===== config.mk =====
export PLATFORM = sky130hd
export DESIGN_NAME = accumulator_alu_with_flags
export DESIGN_NICKNAME = d
export VERILOG_FILES = /design/src/rtl/aaf_pkg.sv /design/src/rtl/aaf_in_stage.sv /design/src/rtl/aaf_alu.sv /design/src/rtl/accumulator_alu_with_flags.sv
export SDC_FILE = /design/constraint.sdc
export NUM_CORES = 1
export LEC_CHECK = 0
export ABC_AREA = 1
export BUFFER_PORTS_ARGS = -buffer_cell sky130_fd_sc_hd__buf_4
export CORE_MARGIN = 1.5
export CORE_UTILIZATION = 30
export DETAILED_ROUTE_END_ITERATION = 12
export HOLD_SLACK_MARGIN = 0.06
export PLACE_DENSITY = 0.44
export SKIP_CTS_REPAIR_TIMING = 1
export SYNTH_ARGS = -nofsm -noshare
export SYNTH_HDL_FRONTEND = slang
export SYNTH_SLANG_ARGS = --single-unit
export TNS_END_PERCENT = 20

===== constraint.sdc =====
create_clock -name clk -period 3.3 [get_ports clk]
set_input_delay 0.165 -clock clk [delete_from_list [all_inputs] [get_ports clk]]
set_output_delay 0.165 -clock clk [all_outputs]
set_load 0.03 [all_outputs]

===== src/rtl/aaf_pkg.sv =====
`default_nettype none

package aaf_pkg;

    // Function codes carried by the func field.
    typedef enum logic [3:0] {
        FN_ADD = 4'd0,
        FN_ADC = 4'd1,
        FN_SUB = 4'd2,
        FN_SBB = 4'd3,
        FN_AND = 4'd4,
        FN_XOR = 4'd5,
        FN_OR  = 4'd6,
        FN_CMP = 4'd7,
        FN_RLC = 4'd8,
        FN_RRC = 4'd9,
        FN_RAL = 4'd10,
        FN_RAR = 4'd11,
        FN_DAA = 4'd12,
        FN_CMA = 4'd13,
        FN_STC = 4'd14,
        FN_CMC = 4'd15
    } func_t;

    // Decimal adjust constants.
    localparam logic [7:0] DAA_LOW_ADJ  = 8'h06;
    localparam logic [7:0] DAA_HIGH_ADJ = 8'h60;
    localparam logic [3:0] DAA_DIGIT_MAX = 4'd9;

    typedef struct packed {
        logic carry;
        logic zero;
        logic sign;
        logic parity;
    } flags_t;

    // Architectural state: accumulator and flags.
    typedef struct packed {
        logic [7:0] acc;
        flags_t     flags;
    } alu_state_t;

    // One registered instruction waiting for the ALU.
    typedef struct packed {
        func_t      func;
        logic [7:0] operand;
    } issue_t;

    // Zero, sign and parity of a result byte, carry left clear.
    function automatic flags_t zsp_flags(input logic [7:0] value);
        flags_t f;
        f.carry  = 1'b0;
        f.zero   = (value == 8'h00);
        f.sign   = value[7];
        f.parity = ~^value;
        return f;
    endfunction

endpackage

`default_nettype wire


===== src/rtl/aaf_in_stage.sv =====
`default_nettype none

module aaf_in_stage (
    input  wire logic            clk,
    input  wire logic            rst_n,
    input  wire logic            item_valid,
    output logic                 item_ready,
    input  wire logic [3:0]      func,
    input  wire logic [7:0]      operand,
    input  wire logic            take,
    output logic                 stage_valid,
    output aaf_pkg::issue_t      stage_issue
);

    logic            valid_reg;
    logic            valid_next;
    aaf_pkg::issue_t issue_reg;
    logic            load;

    // The stage frees up whenever its item moves on in the same cycle.
    assign item_ready = !valid_reg || take;
    assign load       = item_valid && item_ready;

    always_comb
    begin
        if (load)
        begin
            valid_next = 1'b1;
        end
        else if (take)
        begin
            valid_next = 1'b0;
        end
        else
        begin
            valid_next = valid_reg;
        end
    end

    always_ff @(posedge clk or negedge rst_n)
    begin
        if (!rst_n)
        begin
            valid_reg <= 1'b0;
        end
        else
        begin
            valid_reg <= valid_next;
        end
    end

    // Payload register, loaded on every input transfer.
    always_ff @(posedge clk or negedge rst_n)
    begin
        if (!rst_n)
        begin
            issue_reg <= '0;
        end
        else if (load)
        begin
            issue_reg.func    <= aaf_pkg::func_t'(func);
            issue_reg.operand <= operand;
        end
    end

    assign stage_valid = valid_reg;
    assign stage_issue = issue_reg;

endmodule

`default_nettype wire


===== src/rtl/aaf_alu.sv =====
`default_nettype none

module aaf_alu (
    input  wire aaf_pkg::alu_state_t cur,
    input  wire aaf_pkg::issue_t     op,
    output aaf_pkg::alu_state_t      nxt
);

    logic [7:0] a;
    logic       cin;
    logic [8:0] addend;
    logic [8:0] sum;
    logic [8:0] subtrahend;
    logic [8:0] diff;
    logic [7:0] daa_corr;
    logic [8:0] daa_sum;

    assign a   = cur.acc;
    assign cin = cur.flags.carry;

    // Shared adder for add and add with carry.
    assign addend = {1'b0, op.operand} + ((op.func == aaf_pkg::FN_ADC) ? {8'h00, cin} : 9'h000);
    assign sum    = {1'b0, a} + addend;

    // Shared subtractor for sub, sbb and compare; bit 8 is the borrow.
    assign subtrahend = {1'b0, op.operand}
                      + ((op.func == aaf_pkg::FN_SBB) ? {8'h00, cin} : 9'h000);
    assign diff       = {1'b0, a} - subtrahend;

    // Decimal adjust correction, without auxiliary carry.
    always_comb
    begin
        daa_corr = 8'h00;
        if (a[3:0] > aaf_pkg::DAA_DIGIT_MAX)
        begin
            daa_corr = daa_corr | aaf_pkg::DAA_LOW_ADJ;
        end
        if ((a[7:4] > aaf_pkg::DAA_DIGIT_MAX) || cin)
        begin
            daa_corr = daa_corr | aaf_pkg::DAA_HIGH_ADJ;
        end
    end

    assign daa_sum = {1'b0, a} + {1'b0, daa_corr};

    // Result and flag selection.
    always_comb
    begin
        nxt = cur;
        unique case (op.func) inside
            aaf_pkg::FN_ADD, aaf_pkg::FN_ADC:
            begin
                nxt.acc         = sum[7:0];
                nxt.flags       = aaf_pkg::zsp_flags(sum[7:0]);
                nxt.flags.carry = sum[8];
            end
            aaf_pkg::FN_SUB, aaf_pkg::FN_SBB:
            begin
                nxt.acc         = diff[7:0];
                nxt.flags       = aaf_pkg::zsp_flags(diff[7:0]);
                nxt.flags.carry = diff[8];
            end
            aaf_pkg::FN_CMP:
            begin
                nxt.flags       = aaf_pkg::zsp_flags(diff[7:0]);
                nxt.flags.carry = diff[8];
            end
            aaf_pkg::FN_AND:
            begin
                nxt.acc   = a & op.operand;
                nxt.flags = aaf_pkg::zsp_flags(a & op.operand);
            end
            aaf_pkg::FN_XOR:
            begin
                nxt.acc   = a ^ op.operand;
                nxt.flags = aaf_pkg::zsp_flags(a ^ op.operand);
            end
            aaf_pkg::FN_OR:
            begin
                nxt.acc   = a | op.operand;
                nxt.flags = aaf_pkg::zsp_flags(a | op.operand);
            end
            aaf_pkg::FN_RLC:
            begin
                nxt.acc         = {a[6:0], a[7]};
                nxt.flags.carry = a[7];
            end
            aaf_pkg::FN_RRC:
            begin
                nxt.acc         = {a[0], a[7:1]};
                nxt.flags.carry = a[0];
            end
            aaf_pkg::FN_RAL:
            begin
                nxt.acc         = {a[6:0], cin};
                nxt.flags.carry = a[7];
            end
            aaf_pkg::FN_RAR:
            begin
                nxt.acc         = {cin, a[7:1]};
                nxt.flags.carry = a[0];
            end
            aaf_pkg::FN_DAA:
            begin
                nxt.acc         = daa_sum[7:0];
                nxt.flags       = aaf_pkg::zsp_flags(daa_sum[7:0]);
                nxt.flags.carry = daa_sum[8];
            end
            aaf_pkg::FN_CMA:
            begin
                nxt.acc = ~a;
            end
            aaf_pkg::FN_STC:
            begin
                nxt.flags.carry = 1'b1;
            end
            aaf_pkg::FN_CMC:
            begin
                nxt.flags.carry = ~cin;
            end
        endcase
    end

endmodule

`default_nettype wire


===== src/rtl/accumulator_alu_with_flags.sv =====
// An input transfer passes through the input register, then through the accumulator/flag
// register that also drives the result ports; a combinational ALU lies between the two.
// Throughput: one item per cycle while result_ready is high; a stalled result holds the flow.
// Reset (rst_n low, asynchronous) clears the accumulator, all flags and both valid bits.
`default_nettype none

module accumulator_alu_with_flags (
    input  wire logic       clk,
    input  wire logic       rst_n,
    input  wire logic       item_valid,
    output logic            item_ready,
    input  wire logic [3:0] func,
    input  wire logic [7:0] operand,
    output logic            result_valid,
    input  wire logic       result_ready,
    output logic [7:0]      acc_out,
    output logic            carry_out,
    output logic            zero_out,
    output logic            sign_out,
    output logic            parity_out
);

    logic                stage_valid;
    aaf_pkg::issue_t     stage_issue;
    logic                take;
    logic                advance;
    aaf_pkg::alu_state_t state_reg;
    aaf_pkg::alu_state_t state_next;
    logic                result_valid_reg;

    // The result slot can take a new item when empty or when its result transfers now.
    assign take    = !result_valid_reg || result_ready;
    assign advance = stage_valid && take;

    aaf_in_stage u_in_stage (
        .clk         (clk),
        .rst_n       (rst_n),
        .item_valid  (item_valid),
        .item_ready  (item_ready),
        .func        (func),
        .operand     (operand),
        .take        (take),
        .stage_valid (stage_valid),
        .stage_issue (stage_issue)
    );

    aaf_alu u_alu (
        .cur (state_reg),
        .op  (stage_issue),
        .nxt (state_next)
    );

    // The architectural state doubles as the result register.
    always_ff @(posedge clk or negedge rst_n)
    begin
        if (!rst_n)
        begin
            state_reg        <= '0;
            result_valid_reg <= 1'b0;
        end
        else
        begin
            if (advance)
            begin
                state_reg <= state_next;
            end
            if (take)
            begin
                result_valid_reg <= stage_valid;
            end
        end
    end

    assign result_valid = result_valid_reg;
    assign acc_out      = state_reg.acc;
    assign carry_out    = state_reg.flags.carry;
    assign zero_out     = state_reg.flags.zero;
    assign sign_out     = state_reg.flags.sign;
    assign parity_out   = state_reg.flags.parity;

endmodule

`default_nettype wire


# Yosys cells after proc, flatten, opt, wreduce, memory -nomap -nowiden

Cells that the tools add are included.

Latch bits: 0
Bits in read-only memories: 0
Word-level logic and storage cells: 78
Memories kept: 0
Output and inout bits: 14
Memory bits (writable): 0
Input port bits: 16
Register bits: 26

Add/sub/neg operators: 5
Bitwise gates (word level): 5
Eq/ne operators: 15
Divide/modulo/power cells: 0
Multipliers: 0
Shift operators: 0
Reduce and logical (&&, ||, !) cells: 33
Muxes and demuxes: 9
Magnitude comparators: 2

Operator list:

| kind               | count |
|---|---|
| $pmux 8 s11        | 1 |
| $logic_not 8->1    | 6 |
| $reduce_xnor 8->1  | 6 |
| $eq 4x4->1 const B | 8 |
| $add 8x9->9        | 3 |
| $pmux 3 s6         | 1 |
| $eq 4x3->1 const B | 4 |
| $reduce_bool 11->1 | 1 |
| $add 8x8->9        | 1 |
| $sub 8x9->9        | 1 |
| $and 8x8->8        | 1 |
| $eq 4x2->1 const B | 2 |
| $gt 4x4->1 const B | 2 |
| $not 8->8          | 1 |
| $or 8x8->8         | 1 |
| $pmux 1 s8         | 1 |
| $reduce_bool 8->1  | 1 |
| $reduce_or 2->1    | 4 |
| $xor 8x8->8        | 1 |
| $mux 7             | 1 |
| $reduce_and 2->1   | 3 |
| $reduce_bool 6->1  | 1 |
| $reduce_or 3->1    | 2 |
| $eq 4x1->1 const B | 1 |
| 8 further kinds    | 15 |

# Depth between registers and ports, before layout

Depth in word-level cells: 6
Depth in mapped cells: 22
Depth with buffers taken out: 21

# Hierarchy

Synthesis repeated with hierarchy kept, for this count alone.

Cell total of the unflattened synthesis: 604
Area total of the unflattened synthesis: 3892.5 um^2

By module, submodules not included:

| module                     | instances | area each (um^2) | cells each | seq. area each (um^2) |
|---|---|---|---|---|
| aaf_alu                    | 1         | 2816.5           | 492        | 0.0 |
| aaf_in_stage               | 1         | 538.0            | 56         | 325.3 |
| accumulator_alu_with_flags | 1         | 538.0            | 56         | 325.3 |

# Worst setup path before layout

OpenSTA, ideal clock, no wires.

Kind: register to register
From: register u_in_stage.issue_reg, in the netlist u_in_stage.stage_issue[11]
To: register state_reg, in the netlist parity_out
Clock period less this slack: 3.033 ns
Path buffers: 1
Slack: 0.267 ns
Setup time: 0.113 ns
Data required time: 3.187 ns
Cell stages (with the launch flop): 23
Arrival: 2.921 ns
Path through: dfrtp_1 buf_4 nor2_1 nand2_1 inv_1 nand2_1 fa_1 ha_1 nand2_1 nand2_1 nand2_1 nand3_1 nand2_1 nand2_1 ha_1 xnor2_1 nand2b_1 nand3_1 nand3_1 nor2_1 nand2_1 nand2_1 inv_1

Word-level cells in the longest chain between the ends: 6
Elaborated cells on any way between the ends: 22
Classes of those cells: 4 x add/sub; 8 x eq/ne; 3 x mux; 7 x reduce/logical

RTL lines:

| element                                           | RTL line                         | text |
|---|---|---|
| start: declaration                                | aaf_in_stage.sv:17               | `aaf_pkg::issue_t issue_reg;` |
| $eq 4x2->1 / $eq 4x1->1 (equally long branches)   | aaf_alu.sv:27, aaf_alu.sv:22     |  |
| $mux 1 (on tied branches)                         | aaf_alu.sv:27, aaf_alu.sv:22     |  |
| $add 8x9->9 (on tied branches)                    | aaf_alu.sv:27, aaf_alu.sv:22     |  |
| $sub 8x9->9 / $add 8x9->9 (equally long branches) | aaf_alu.sv:28, aaf_alu.sv:23     |  |
| $reduce_xnor 8->1                                 | aaf_pkg.sv:55                    | `f.parity = ~^value;` |
| $pmux 3 s6                                        | aaf_alu.sv:50                    | `unique case (op.func) inside` |
| end signal: assignment                            | accumulator_alu_with_flags.sv:65 | `state_reg <= state_next;` |
| end: declaration                                  | accumulator_alu_with_flags.sv:27 | `aaf_pkg::alu_state_t state_reg;` |

Parallel ways exist; a longest one is shown, timed or not.
A chain may end at the register's enable or synchronous reset.

# Final worst setup path

From: register u_in_stage.issue_reg, in the netlist u_in_stage.stage_issue[9]
To: register state_reg, in the netlist parity_out

The elaborated chain is that of the path after synthesis.

==> results.rst <==
.. list-table::
   :header-rows: 1

   * - Metric
     - Value
   * - Cell count after synthesis
     - 555
   * - Total overflow reported by the global router
     - 0
   * - Worst hold slack across all endpoints
     - 0.131 ns
   * - Detail Route Antenna Nets
     - 0
   * - Vias after detailed routing
     - 3757
   * - Status
     - complete, no violations
   * - Detailed Route Iter0 Violations
     - 318
   * - Wire length after detailed routing
     - 13.2 mm
   * - Reg2Reg Launch Point
     - u_in_stage.stage_issue[9]
   * - Wire length of the first global-routing pass
     - 20.6 mm
   * - Share of layout cells above drive strength 1
     - 11.4%
   * - Routability cong.
     - 0.934
   * - Sort of element at the start of the critical path
     - flop
   * - Number of hold-slack violations in the final timing report
     - 0
   * - Worst-Margin Slew
     - 0.908 ns
   * - Pin count of the biggest net entering global routing
     - 27
   * - Routed via count divided by cell count
     - 5.07
   * - Max clock buf depth
     - 2
   * - Synthesized netlist net count
     - 637
   * - Number of placed instances with taps included
     - 734
   * - Avg Synthesized Cell Area
     - 6.52 um^2
   * - Clock period minus final worst setup slack
     - 3.07 ns
   * - Dominant register cell in the synthesized netlist
     - sky130_fd_sc_hd__dfrtp_1
   * - Initial cell density of the core
     - 31.2%
   * - Number of ports placed on the die boundary
     - 30
   * - First-pass iteration count of the detailed router
     - 5
   * - Met1 routing resource usage after global routing
     - 30.2%
   * - Fraction of the cycle the final worst path needs
     - 93.1%
   * - Netlist cell types
     - 33
   * - Count of state elements after synthesis
     - 26
   * - Initial antenna violation count
     - 0
   * - Number of rows in the core area
     - 39
   * - Final count of pins violating max slew
     - 0
   * - CTS tree
     - built
   * - Pwr Total
     - 4.85 mW
   * - Crit Reg-Reg Endpoint
     - parity_out
   * - Endpoint required time on the critical path
     - 3.47 ns
   * - DRC violations left
     - 0
   * - Worst VDD drop
     - 0.483 mV
   * - Core box area
     - 0.0116 mm^2
   * - Achievable clock frequency
     - 326 MHz
   * - EDFF count, synth
     - 0
   * - Crit path max fanout
     - 4
   * - Length in cells of the worst reg-to-reg path
     - 17
   * - Cell area after layout
     - 0.00423 mm^2
   * - Vias in the first global route
     - 3740
   * - Skew final
     - 0.00188 ns
   * - Lkg Pwr
     - 2.30 nW
   * - Netlist area before placement
     - 0.00362 mm^2
   * - Count of buffers inserted at the top-level ports
     - 29
   * - Synthesis-to-finish area growth
     - 17.0%
   * - Busiest grt layer
     - met2
   * - TritonCTS Sinks
     - 26
   * - Number of diodes added for antenna fixing
     - 0
   * - Post-CTS clock slew at the launch and capture registers of the worst setup and hold paths
     - 0.07 ns
   * - Normalized max-slew margin
     - 39.3%
   * - Post-layout utilization of the core
     - 36.5%
   * - Max-capacitance violation count
     - 0
   * - DP Area
     - 0.00408 mm^2
   * - Worst setup path class
     - reg -> reg
   * - Die area
     - 0.0127 mm^2
   * - Pre-CTS setup slack
     - 0.0991 ns
   * - Slack of the worst reg-to-reg path
     - 0.23 ns
   * - Nets
     - 681
   * - Global routing met3 resource utilization
     - 2.30%
   * - H-tree levels
     - 1
   * - Skew-Pair Late Insertion Delay
     - 0.27 ns
   * - GR Layer Usage met2
     - 34.6%
   * - Launch point of the critical path
     - u_in_stage.stage_issue[9]
   * - Path class of the lowest-slack min-delay path
     - in -> reg
   * - Number of flip-flops in the largest register
     - 12
   * - Arrival time of data at the critical path endpoint
     - 3.24 ns
   * - Final setup vio count
     - 0
   * - Pwr dens
     - 1150 mW/mm^2
   * - Worst setup path endpoint
     - parity_out
   * - Sum Neg Setup Slack
     - 0 ns
   * - Chip Width
     - 113 um
   * - Final Worst Setup Slack
     - 0.229 ns
   * - Endpoint class of the critical path
     - flop
   * - Unrepaired setup endpoints after global routing
     - false
   * - Warnings from Yosys
     - 0
   * - Floorplan die height
     - 113 um
   * - Number of CTS-inserted buffers
     - 3
   * - Per-cell routed wire length
     - 17.8 um
   * - Clk root buf
     - sky130_fd_sc_hd__clkbuf_16
   * - Portion of the post-synthesis area used by sequential elements
     - 18.0%
   * - Post-route insts no fill
     - 741
   * - Async SR Flop Fraction
     - 100%
   * - Fill count
     - 1289
   * - Placed wire-length estimate after detailed placement
     - 10.8 mm
   * - GRT Util Overall
     - 21.4%
   * - Worst hold start
     - func[1]
layer usage:
metal  vias to the layer above  wire [um]
met4                         0        327
li1                       1875          -
met2                       124       5860
met5                         -          0
met1                      1739       6180
met3                        19        833
report_power, final:
part           total (mW)  internal, mW  switching (mW)
registers           0.511         0.413          0.0978
logic                3.96          1.56            2.41
clock network       0.375         0.242           0.133
total                4.85          2.21            2.64
synthesized netlist by cell type (2+ instances only):
master | count | area [um^2]
sky130_fd_sc_hd__nand2_1 | 149 | 559
sky130_fd_sc_hd__inv_1 | 84 | 315
sky130_fd_sc_hd__nor2_1 | 64 | 240
sky130_fd_sc_hd__ha_1 | 62 | 776
sky130_fd_sc_hd__nand3_1 | 35 | 175
sky130_fd_sc_hd__a21oi_1 | 34 | 170
sky130_fd_sc_hd__dfrtp_1 | 26 | 651
sky130_fd_sc_hd__o21ai_0 | 20 | 100
sky130_fd_sc_hd__nand4_1 | 16 | 100
sky130_fd_sc_hd__xnor2_1 | 11 | 96.3
sky130_fd_sc_hd__o22ai_1 | 9 | 56.3
sky130_fd_sc_hd__xor2_1 | 9 | 78.8
sky130_fd_sc_hd__fa_1 | 4 | 80.1
sky130_fd_sc_hd__clkbuf_1 | 3 | 11.3
sky130_fd_sc_hd__or2_2 | 3 | 18.8
sky130_fd_sc_hd__buf_4 | 2 | 15.0
sky130_fd_sc_hd__nand2_2 | 2 | 12.5
sky130_fd_sc_hd__nand2b_1 | 2 | 12.5
sky130_fd_sc_hd__nand3b_1 | 2 | 15.0
sky130_fd_sc_hd__nor2_2 | 2 | 12.5
sky130_fd_sc_hd__nor3_1 | 2 | 10.0
sky130_fd_sc_hd__o211ai_1 | 2 | 15.0
sky130_fd_sc_hd__o21bai_1 | 2 | 15.0
worst max-delay path, stage by stage, from the launching register on:
cell and delay [ns]:
sky130_fd_sc_hd__dfrtp_1 0.39, sky130_fd_sc_hd__inv_1 0.10, sky130_fd_sc_hd__nand2_1 0.10, sky130_fd_sc_hd__nor2_1 0.06, sky130_fd_sc_hd__fa_2 0.38, sky130_fd_sc_hd__fa_1 0.43
sky130_fd_sc_hd__nand2_1 0.10, sky130_fd_sc_hd__nand3_1 0.12, sky130_fd_sc_hd__nand2_1 0.08, sky130_fd_sc_hd__nand2_1 0.12, sky130_fd_sc_hd__xor2_2 0.19, sky130_fd_sc_hd__ha_1 0.29
sky130_fd_sc_hd__xnor2_1 0.18, sky130_fd_sc_hd__xnor2_1 0.09, sky130_fd_sc_hd__a21oi_1 0.18, sky130_fd_sc_hd__nand2_1 0.07, sky130_fd_sc_hd__nand2_1 0.05, sky130_fd_sc_hd__inv_1 0.03
final cells by class:
cell class	count	area [um^2]	area share, %
inverter	85	319	7.54
sequential	26	653	15.4
tap	143	179	4.23
clock buffer	3	75.1	1.77
clock inverter	1	30.0	0.709
timing repair buffer	46	348	8.22
multi-input combinational	437	2630	62.1
logic make-up (layout without fill, tap and decap cells):
group                      count (synthesis)  count (layout)  share of synthesized area, %
adders and majority gates                 66              66                          23.6
and+or+nand+nor                          279             279                          32.4
buffers and inverters                     92             135                          9.99
DFF                                       26              26                          18.0
AOI/OAI and AO/OA                         72              72                          11.1
xor gates and xnor gates                  20              20                          4.84
cell usage in the layout, fill, tap and decap left out, drive strengths merged, types with 9 or more instances in the layout:
cell type / n
o22ai: 9
dfrtp: 26
nand4: 16
a21oi: 34
nand2: 151
nor2: 67
xnor2: 11
ha: 62
nand3: 35
o21ai: 20
buf: 45
xor2: 9
inv: 85
how the worst min path moves through the flow:
stage	to	slack [ns]	cells after the start
global placement	u_in_stage.stage_valid	0.11	1
global route	u_in_stage.stage_issue[9]	0.13	3
finish	u_in_stage.stage_issue[9]	0.13	3
detailed placement	u_in_stage.stage_valid	0.12	1
floorplan	acc_out[0]	-0.13	0
CTS	parity_out	-0.18	1
Power figures use the tool's default switching activity.
